**config.mk**
```make
export PLATFORM = sky130hd
export DESIGN_NAME = twitch_waveform_characterizer_flat
export DESIGN_NICKNAME = d
export VERILOG_FILES = /design/src/rtl/twc_pkg.sv /design/src/rtl/twc_if.sv /design/src/rtl/twitch_waveform_characterizer.sv /design/src/rtl/twc_track.sv /design/src/flat_wrapper.sv
export SDC_FILE = /design/constraint.sdc
export NUM_CORES = 1
export LEC_CHECK = 0
export BUFFER_PORTS_ARGS = -buffer_cell sky130_fd_sc_hd__buf_2
export CAP_MARGIN = 20
export CORE_MARGIN = 2
export CORE_UTILIZATION = 45
export DETAILED_ROUTE_END_ITERATION = 12
export MAX_ROUTING_LAYER = met4
export RECOVER_POWER = 100
export SYNTH_ARGS = -nofsm -noshare
export SYNTH_HDL_FRONTEND = slang
export SYNTH_SLANG_ARGS = --single-unit
```
**constraint.sdc**
```tcl
create_clock -name clk -period 7.9 [get_ports clk]
set_input_delay 1.58 -clock clk [delete_from_list [all_inputs] [get_ports clk]]
set_output_delay 1.58 -clock clk [all_outputs]
set_load 0.01 [all_outputs]
```
**src/rtl/twc_pkg.sv**
```systemverilog
`timescale 1ns / 1ps
// ----------------------------------------------------------------------------
// twc_pkg
// shared types and default widths for the twitch waveform characterizer
// ----------------------------------------------------------------------------
package twc_pkg;

  localparam int SAMPLE_WIDTH_DEF = 16;
  localparam int TIME_WIDTH_DEF   = 32;

  typedef enum logic [1:0] {
    PH_WAIT_PEAK = 2'd0,
    PH_WAIT_HALF = 2'd1,
    PH_DONE      = 2'd2
  } phase_t;

  typedef struct packed {
    phase_t phase;
    logic   primed;
    logic   in_stimulus;
  } twc_status_t;

endpackage

```
**src/rtl/twc_if.sv**
```systemverilog
`timescale 1ns / 1ps
// ----------------------------------------------------------------------------
// twc_if
// sample and result channels, valid/ready with payload
// ----------------------------------------------------------------------------
interface twc_sample_if #(
  parameter int SW = 16,
  parameter int TW = 32
);
  logic                 valid;
  logic                 ready;
  logic signed [SW-1:0] stim_sample;
  logic signed [SW-1:0] length_sample;
  logic signed [SW-1:0] velocity_sample;
  logic        [TW-1:0] timestamp;

  modport source (output valid, stim_sample, length_sample, velocity_sample, timestamp,
                  input ready);
  modport sink   (input valid, stim_sample, length_sample, velocity_sample, timestamp,
                  output ready);
endinterface

interface twc_result_if #(
  parameter int SW = 16,
  parameter int TW = 32
);
  logic                 valid;
  logic                 ready;
  logic signed [SW-1:0] baseline_length;
  logic signed [SW-1:0] contraction_length;
  logic signed [SW:0]   twitch_amplitude;
  logic        [TW-1:0] time_to_peak;
  logic        [TW-1:0] half_relax_time;

  modport source (output valid, baseline_length, contraction_length, twitch_amplitude,
                  time_to_peak, half_relax_time, input ready);
  modport sink   (input valid, baseline_length, contraction_length, twitch_amplitude,
                  time_to_peak, half_relax_time, output ready);
endinterface

```
**src/rtl/twitch_waveform_characterizer.sv**
```systemverilog
`timescale 1ns / 1ps
// path: a sample transaction is registered in the input register, then the tracker result
// in the result register, and a stall on the result channel can hold it in either
// throughput: one transaction per cycle while results.ready is high, with the tracker
// update between the input register and the result register
// reset: synchronous rst clears all twitch measures, the phase and the primed flag;
// the first sample after reset stands in as its own previous sample
// ----------------------------------------------------------------------------
// twitch_waveform_characterizer
// measures baseline, contraction, amplitude, time to peak and half relaxation
// ----------------------------------------------------------------------------
module twitch_waveform_characterizer
  import twc_pkg::*;
#(
  parameter int SAMPLE_WIDTH = SAMPLE_WIDTH_DEF,
  parameter int TIME_WIDTH   = TIME_WIDTH_DEF
) (
  input  logic         clk,
  input  logic         rst,
  twc_sample_if.sink   samples,
  twc_result_if.source results
);

  localparam int SW = SAMPLE_WIDTH;
  localparam int TW = TIME_WIDTH;

  logic                 s1_valid;
  logic                 s1_fire;
  logic signed [SW-1:0] s1_stim;
  logic signed [SW-1:0] s1_len;
  logic signed [SW-1:0] s1_vel;
  logic        [TW-1:0] s1_time;

  logic                 out_valid;
  logic signed [SW-1:0] out_baseline;
  logic signed [SW-1:0] out_contraction;
  logic signed [SW:0]   out_amplitude;
  logic        [TW-1:0] out_peak_delay;
  logic        [TW-1:0] out_relax_delay;

  logic signed [SW-1:0] baseline_next;
  logic signed [SW-1:0] contraction_next;
  logic signed [SW:0]   amplitude_next;
  logic        [TW-1:0] peak_delay_next;
  logic        [TW-1:0] relax_delay_next;
  twc_status_t          status;

  logic in_take;

  assign s1_fire       = s1_valid && (!out_valid || results.ready);
  assign samples.ready = !s1_valid || s1_fire;
  assign in_take       = samples.valid && samples.ready;

  always_ff @(posedge clk) begin
    if (rst) begin
      s1_valid <= 1'b0;
    end else begin
      s1_valid <= in_take || (s1_valid && !s1_fire);
    end
  end

  always_ff @(posedge clk) begin
    if (in_take) begin
      s1_stim <= samples.stim_sample;
      s1_len  <= samples.length_sample;
      s1_vel  <= samples.velocity_sample;
      s1_time <= samples.timestamp;
    end
  end

  twc_track #(
    .SW (SW),
    .TW (TW)
  ) u_track (
    .clk              (clk),
    .rst              (rst),
    .update           (s1_fire),
    .stim             (s1_stim),
    .len              (s1_len),
    .vel              (s1_vel),
    .now              (s1_time),
    .baseline_next    (baseline_next),
    .contraction_next (contraction_next),
    .amplitude_next   (amplitude_next),
    .peak_delay_next  (peak_delay_next),
    .relax_delay_next (relax_delay_next),
    .status           (status)
  );

  always_ff @(posedge clk) begin
    if (rst) begin
      out_valid <= 1'b0;
    end else begin
      out_valid <= s1_fire || (out_valid && !results.ready);
    end
  end

  always_ff @(posedge clk) begin
    if (s1_fire) begin
      out_baseline    <= baseline_next;
      out_contraction <= contraction_next;
      out_amplitude   <= amplitude_next;
      out_peak_delay  <= peak_delay_next;
      out_relax_delay <= relax_delay_next;
    end
  end

  assign results.valid              = out_valid;
  assign results.baseline_length    = out_baseline;
  assign results.contraction_length = out_contraction;
  assign results.twitch_amplitude   = out_amplitude;
  assign results.time_to_peak       = out_peak_delay;
  assign results.half_relax_time    = out_relax_delay;

`ifndef SYNTH
  // a staged sample always produces a result in the next cycle
  a_fire_gives_result: assert property (@(posedge clk) disable iff (rst)
    s1_fire |=> out_valid)
    else $error("staged sample did not reach the result register");

  // a new transaction never overwrites a staged sample that has not moved on
  a_no_overwrite: assert property (@(posedge clk) disable iff (rst)
    (in_take && s1_valid) |-> s1_fire)
    else $error("staged sample overwritten");

  // leaving the peak search needs at least one processed sample
  a_phase_primed: assert property (@(posedge clk) disable iff (rst)
    (status.phase != PH_WAIT_PEAK) |-> status.primed)
    else $error("phase advanced before any sample");

  // stimulus tracking also implies a processed sample
  a_stim_primed: assert property (@(posedge clk) disable iff (rst)
    status.in_stimulus |-> status.primed)
    else $error("stimulus flag set before any sample");
`endif

endmodule

```
**src/rtl/twc_track.sv**
```systemverilog
`timescale 1ns / 1ps
// ----------------------------------------------------------------------------
// twc_track
// twitch state tracker: onset, peak and half relaxation rules for one tick
// ----------------------------------------------------------------------------
module twc_track
  import twc_pkg::*;
#(
  parameter int SW = SAMPLE_WIDTH_DEF,
  parameter int TW = TIME_WIDTH_DEF
) (
  input  logic                 clk,
  input  logic                 rst,
  input  logic                 update,
  input  logic signed [SW-1:0] stim,
  input  logic signed [SW-1:0] len,
  input  logic signed [SW-1:0] vel,
  input  logic        [TW-1:0] now,
  output logic signed [SW-1:0] baseline_next,
  output logic signed [SW-1:0] contraction_next,
  output logic signed [SW:0]   amplitude_next,
  output logic        [TW-1:0] peak_delay_next,
  output logic        [TW-1:0] relax_delay_next,
  output twc_status_t          status
);

  logic signed [SW-1:0] prev_length;
  logic signed [SW-1:0] prev_velocity;
  logic                 primed;
  logic                 in_stimulus;
  phase_t               phase;
  phase_t               phase_next;
  logic signed [SW-1:0] baseline;
  logic signed [SW-1:0] contraction;
  logic signed [SW:0]   amplitude;
  logic        [TW-1:0] onset_time;
  logic        [TW-1:0] peak_time;
  logic        [TW-1:0] peak_delay;
  logic        [TW-1:0] relax_delay;

  logic signed [SW-1:0] pl;
  logic signed [SW-1:0] pv;
  logic                 onset;
  logic                 peak;
  logic                 half;
  phase_t               phase_onset;
  phase_t               phase_peak;
  logic        [TW-1:0] onset_time_next;
  logic        [TW-1:0] peak_time_next;
  logic signed [SW+1:0] len_x2;
  logic signed [SW+1:0] mid_sum;

  // rule evaluation
  always_comb begin
    pl = primed ? prev_length : len;
    pv = primed ? prev_velocity : vel;

    onset           = stim[SW-1] && !in_stimulus;
    phase_onset     = onset ? PH_WAIT_PEAK : phase;
    baseline_next   = onset ? pl : baseline;
    onset_time_next = onset ? now : onset_time;

    // zero velocity, or positive velocity reached from a non-positive one
    peak = (vel >= $signed({SW{1'b0}})) &&
           ((vel == $signed({SW{1'b0}})) || (pv <= $signed({SW{1'b0}}))) &&
           (phase_onset == PH_WAIT_PEAK);
    phase_peak       = peak ? PH_WAIT_HALF : phase_onset;
    contraction_next = peak ? len : contraction;
    amplitude_next   = peak ? ($signed({baseline_next[SW-1], baseline_next}) -
                               $signed({len[SW-1], len})) : amplitude;
    peak_time_next   = peak ? now : peak_time;
    peak_delay_next  = peak ? (now - onset_time_next) : peak_delay;

    // halfway test without halving: 2*len >= contraction + baseline
    len_x2  = {len[SW-1], len, 1'b0};
    mid_sum = $signed({{2{contraction_next[SW-1]}}, contraction_next}) +
              $signed({{2{baseline_next[SW-1]}}, baseline_next});
    half    = (phase_peak == PH_WAIT_HALF) && (len_x2 >= mid_sum);
    relax_delay_next = half ? (now - peak_time_next) : relax_delay;
  end

  // phase next state
  always_comb begin
    if (half) begin
      phase_next = PH_DONE;
    end else begin
      phase_next = phase_peak;
    end
  end

  always_ff @(posedge clk) begin
    if (rst) begin
      prev_length   <= '0;
      prev_velocity <= '0;
      primed        <= 1'b0;
      in_stimulus   <= 1'b0;
      phase         <= PH_WAIT_PEAK;
      baseline      <= '0;
      contraction   <= '0;
      amplitude     <= '0;
      onset_time    <= '0;
      peak_time     <= '0;
      peak_delay    <= '0;
      relax_delay   <= '0;
    end else if (update) begin
      prev_length   <= len;
      prev_velocity <= vel;
      primed        <= 1'b1;
      in_stimulus   <= stim[SW-1];
      phase         <= phase_next;
      baseline      <= baseline_next;
      contraction   <= contraction_next;
      amplitude     <= amplitude_next;
      onset_time    <= onset_time_next;
      peak_time     <= peak_time_next;
      peak_delay    <= peak_delay_next;
      relax_delay   <= relax_delay_next;
    end
  end

  always_comb begin
    status.phase       = phase;
    status.primed      = primed;
    status.in_stimulus = in_stimulus;
  end

endmodule

```
**src/flat_wrapper.sv**
```systemverilog
// flat-port wrapper written by rule: the top's interface ports become plain ports
module twitch_waveform_characterizer_flat import twc_pkg::*;
#(
  parameter int SAMPLE_WIDTH = SAMPLE_WIDTH_DEF,
  parameter int TIME_WIDTH   = TIME_WIDTH_DEF
)
  (clk, rst, samples_valid, samples_stim_sample, samples_length_sample, samples_velocity_sample, samples_timestamp, samples_ready, results_valid, results_baseline_length, results_contraction_length, results_twitch_amplitude, results_time_to_peak, results_half_relax_time, results_ready);
  twc_sample_if #(.SW((SAMPLE_WIDTH_DEF)), .TW((TIME_WIDTH_DEF))) samples_i ();
  twc_result_if #(.SW((SAMPLE_WIDTH_DEF)), .TW((TIME_WIDTH_DEF))) results_i ();
  input  logic clk;
  input  logic rst;
  input wire logic [$bits(samples_i.valid)-1:0] samples_valid;
  input wire logic [$bits(samples_i.stim_sample)-1:0] samples_stim_sample;
  input wire logic [$bits(samples_i.length_sample)-1:0] samples_length_sample;
  input wire logic [$bits(samples_i.velocity_sample)-1:0] samples_velocity_sample;
  input wire logic [$bits(samples_i.timestamp)-1:0] samples_timestamp;
  output wire logic [$bits(samples_i.ready)-1:0] samples_ready;
  output wire logic [$bits(results_i.valid)-1:0] results_valid;
  output wire logic [$bits(results_i.baseline_length)-1:0] results_baseline_length;
  output wire logic [$bits(results_i.contraction_length)-1:0] results_contraction_length;
  output wire logic [$bits(results_i.twitch_amplitude)-1:0] results_twitch_amplitude;
  output wire logic [$bits(results_i.time_to_peak)-1:0] results_time_to_peak;
  output wire logic [$bits(results_i.half_relax_time)-1:0] results_half_relax_time;
  input wire logic [$bits(results_i.ready)-1:0] results_ready;
  assign samples_i.valid = samples_valid;
  assign samples_i.stim_sample = samples_stim_sample;
  assign samples_i.length_sample = samples_length_sample;
  assign samples_i.velocity_sample = samples_velocity_sample;
  assign samples_i.timestamp = samples_timestamp;
  assign samples_ready = samples_i.ready;
  assign results_valid = results_i.valid;
  assign results_baseline_length = results_i.baseline_length;
  assign results_contraction_length = results_i.contraction_length;
  assign results_twitch_amplitude = results_i.twitch_amplitude;
  assign results_time_to_peak = results_i.time_to_peak;
  assign results_half_relax_time = results_i.half_relax_time;
  assign results_i.ready = results_ready;
  twitch_waveform_characterizer #(.SAMPLE_WIDTH(SAMPLE_WIDTH), .TIME_WIDTH(TIME_WIDTH)) u_core (.clk(clk), .rst(rst), .samples(samples_i), .results(results_i));
endmodule
```
==> summary.log <==
[clock_tree] clk sink count 393
[clock_tree] number of buffers added by the clock tree synthesis step 44
[worst_hold_path] Hold Path Stages 2
[clock_tree] largest buffer count on any clock path 3
[floorplan] floorplan die width 215 um
[logic_synthesis] part of the Yosys area used for sequential elements 48.2%
[logic_synthesis] post-synthesis cell type with the largest combined area edfxtp_1
[placement] post-placement worst setup slack 697 ps
[pwr] Max rail drop VDD 0.166 mV
[clock_tree] CTS tree done
[timing] Hold Worst Slack 453 ps
[timing] count of endpoints failing setup in the final report 0
[clock_tree] # hold bufs at CTS 0
[detailed_routing] drt wl/cell 18.3 um
[global_route] number of global-route vias before repair 15300
[floorplan] Initial Util 45.4%
[detailed_routing] total via count after detailed routing 15900
[timing] Fmax 136 MHz
[placement] gp weighted congestion 0.888
[timing] worst slew pin tran 5010 ps
[worst_setup_path] data required time at the worst endpoint 8240 ps
[timing] max-slew violations 533
[logic_synthesis] cell count after synthesis 2139
[clock_tree] worst skew pair latency 600 ps
[logic_synthesis] most frequently used cell type in the post-synthesis netlist nand2_1
[logic_synthesis] Yosys top cell area share 26.7%
[timing] final setup skew 29.3 ps
[logic_synthesis] fraction of synthesis flops using an asynchronous set or reset pin 0%
[floorplan] Die Y-Extent 215 um
[logic_synthesis] unique cell type count in the Yosys netlist 78
[global_route] number of antenna violations at the first check in global routing 0
[finish] Net count, final 2465
[finish] final core utilization 51.5%
[status] failing checks capacitance limit, slew limit
[detailed_routing] detailed router's first-iteration violation count 1046
[logic_synthesis] Mapped Nets 2337
[detailed_routing] number of search-and-repair iterations in the first detailed-routing pass 5
[placement] port buffer count 183
[timing] setup TNS after final layout 0 ps
[timing] ratio of final minimum period to clock period 93.1%
[worst_setup_path] startpoint of the most critical register-to-register path u_core.s1_stim[15]
[timing] number of hold violations in the final report 0
[floorplan] total number of placement rows 77
[finish] number of antenna cells inserted 0
[global_route] first-pass GRT wire length 82800 um
[detailed_routing] mean number of vias per cell 5.51
[worst_setup_path] arrival time of data at the critical path endpoint 7690 ps
[pwr] ratio of total power to cell area 235 mW/mm^2
[timing] final worst path period need 7350 ps
[floorplan] Std-Cell Core Area 0.0441 mm^2
[global_route] aggregate global routing overflow 0
[logic_synthesis] number of warnings issued by yosys 0
[clock_tree] count of buffers added by post-CTS timing repair for setup 0
[finish] share of layout cells above drive strength 1 7.47%
[worst_setup_path] startpoint kind of the worst setup timing path flip-flop
[logic_synthesis] average size of a mapped cell 9.36 um^2
[global_route] maximum number of pins on one net before global-route repair 173
[status] run status finished with violations
[floorplan] io pins 199
[worst_setup_path] category of the critical setup timing path flip-flop to flip-flop
[worst_hold_path] class of the worst hold path flip-flop to flip-flop
[clock_tree] cell at the root of the clock tree clkbuf_16
[floorplan] Die ar. 0.0462 mm^2
[worst_setup_path] R2R cell count 24
[clock_tree] clock-pin slew of the registers on the worst-case setup and hold paths 60 ps
[detailed_routing] final routed wirelength across all metal layers 52900 um
[worst_hold_path] critical hold path startpoint u_core.u_track.contraction[13]
[clock_tree] CTS H-tree depth 2
[global_route] global routing usage summed across all routing layers 23.2%
[placement] number of placed instances with taps included 2813
[job] number of maximum-capacitance violations 9
[logic_synthesis] number of enable-type register cells in the synthesized netlist 178
[detailed_routing] number of DRC violations after detailed routing 0
[detailed_routing] Routed Antenna Nets 0
[logic_synthesis] area of the mapped netlist 0.0200 mm^2
[placement] DP HPWL 36000 um
[worst_setup_path] Max Fanout on Critical Path 25
[timing] final worst setup slack 549 ps
[worst_setup_path] kind of end point of the critical path flip-flop
[logic_synthesis] Synth Register Bits 393
[pwr] leakage power figure 8.58 nW
[logic_synthesis] Main synth FF type dfxtp_1
[logic_synthesis] leading post-synthesis cells by instance count nand2_1, dfxtp_1, a21oi_1
[timing] unrepaired setup endpoints after global routing no
[clock_tree] CTS-repair resized insts 0
[finish] post-layout instance count excluding filler cells 2895
[timing] Max-Slew Margin vs Limit -234%
[finish] signed area change from the synthesized netlist to the final layout 13.5%
[worst_setup_path] crit path from u_core.s1_stim[15]
[logic_synthesis] ranking of synthesized cells by area edfxtp_1, dfxtp_1, nand2_1
==> placed cells by master (no fill, tap or decap), types with 8 or more instances in the layout <==
cell       netlist  final
inv_1           52     52
o21ai_1         17     10
o21a_1          24     24
clkbuf_16        0     44
o21bai_1        10     10
nand3_1         49     49
clkbuf_1       100    136
edfxtp_1       178    178
o21ai_0        139    145
buf_2           10     63
and3_1           9      9
xnor2_1         36     36
nor2_1         123    122
or3_1           10     10
nand4_1         15     15
dfxtp_1        215    215
or4_1            7      8
nor2b_1          8      8
a21oi_1        199    199
o31ai_1         12     13
nor3_1          23     23
a21o_1          32     32
mux2i_1         74     74
nor4_1           9      9
a31oi_1         12     12
a211oi_1        62     62
bufinv_16        0      9
o211ai_1        20     20
o22ai_1          9      9
nand2_1        400    399
ha_1           110    110
mux2_2          11      9
and2_0           1     11
xor2_1          36     36
nand2b_1        25     24
==> metal layers <==
| metal | share of wire [%] | wire (um) | up-vias | GRT usage [%] |
|---|---|---|---|---|
| met5 | 0 | 0 | - | - |
| met4 | 3.1 | 1620 | 0 | 7.98 |
| met3 | 4.2 | 2220 | 95 | 3.55 |
| met2 | 49 | 25900 | 340 | 38.8 |
| met1 | 44 | 23200 | 7567 | 28.7 |
| li1 | - | - | 7937 | - |
==> power by group <==
group / total [mW] / switching [mW] / internal [mW]
Clock: 2.22 / 0.871 / 1.35
Combinational: 0.839 / 0.535 / 0.304
Sequential: 2.27 / 0.0554 / 2.22
==> cells by family after synthesis <==
group / synth area share [%]
multiplexers: 4.32
XOR/XNOR: 3.15
AO/OA/AOI/OAI: 18.2
AND/OR/NAND/NOR: 15.6
adder cells (fa/ha/maj): 7.27
buffers and inverters: 3.29
flip-flops: 48.2
==> final timing paths <==
path | slack (ps) | end
worst max-delay path | 550 | u_core.results.half_relax_time[30]
worst min-delay path | 450 | u_core.u_track.contraction[13]
worst max register to register | 550 | u_core.results.half_relax_time[30]
worst min register to register | 450 | u_core.u_track.contraction[13]
==> worst max-delay path, stage by stage, from the launching register on <==
cell and delay [ps]:
edfxtp_1 390, nand2b_1 710, o21ai_0 460, nand2_4 370, nor2_1 70, a21oi_1 260, inv_1 110, ha_1 290
a21o_1 110, a21oi_1 100, o21a_1 240, o311ai_0 540, a21boi_0 280, o31ai_1 310, a21oi_1 120, xor2_1 150
ha_1 290, nand3_1 120, nor4_1 320, o22ai_1 150, a211oi_1 570, o21ai_4 210, inv_1 480, o211ai_1 160
o211ai_1 240
==> stage by stage <==
step / cell area [um^2] / total power [mW]
floorplan: 20000 / 2.91
global placement: 21400 / 3.15
detailed placement: 21400 / 3.16
CTS: 23000 / 5.40
global route: 22700 / 5.57
finish: 22700 / 5.33
==> area by class of cell <==
class,instances,area [um^2]
tap,592,741
multi-input combinational,1575,9710
fill,4148,21400
inverter,53,206
clock inverter,25,388
sequential,393,9650
timing repair buffer,200,861
clock buffer,57,1170
==> state kept, by name, indices dropped and copies added, names as in the netlist, 17 cells and up <==
name,cells
u_core.results.half_relax_time,32
u_core.results.time_to_peak,32
u_core.s1_time,32
u_core.u_track.onset_time,32
u_core.u_track.peak_delay,32
u_core.u_track.peak_time,32
u_core.u_track.relax_delay,32
u_core.results.twitch_amplitude,17
u_core.u_track.amplitude,17
(Power assumes the default switching activity.)
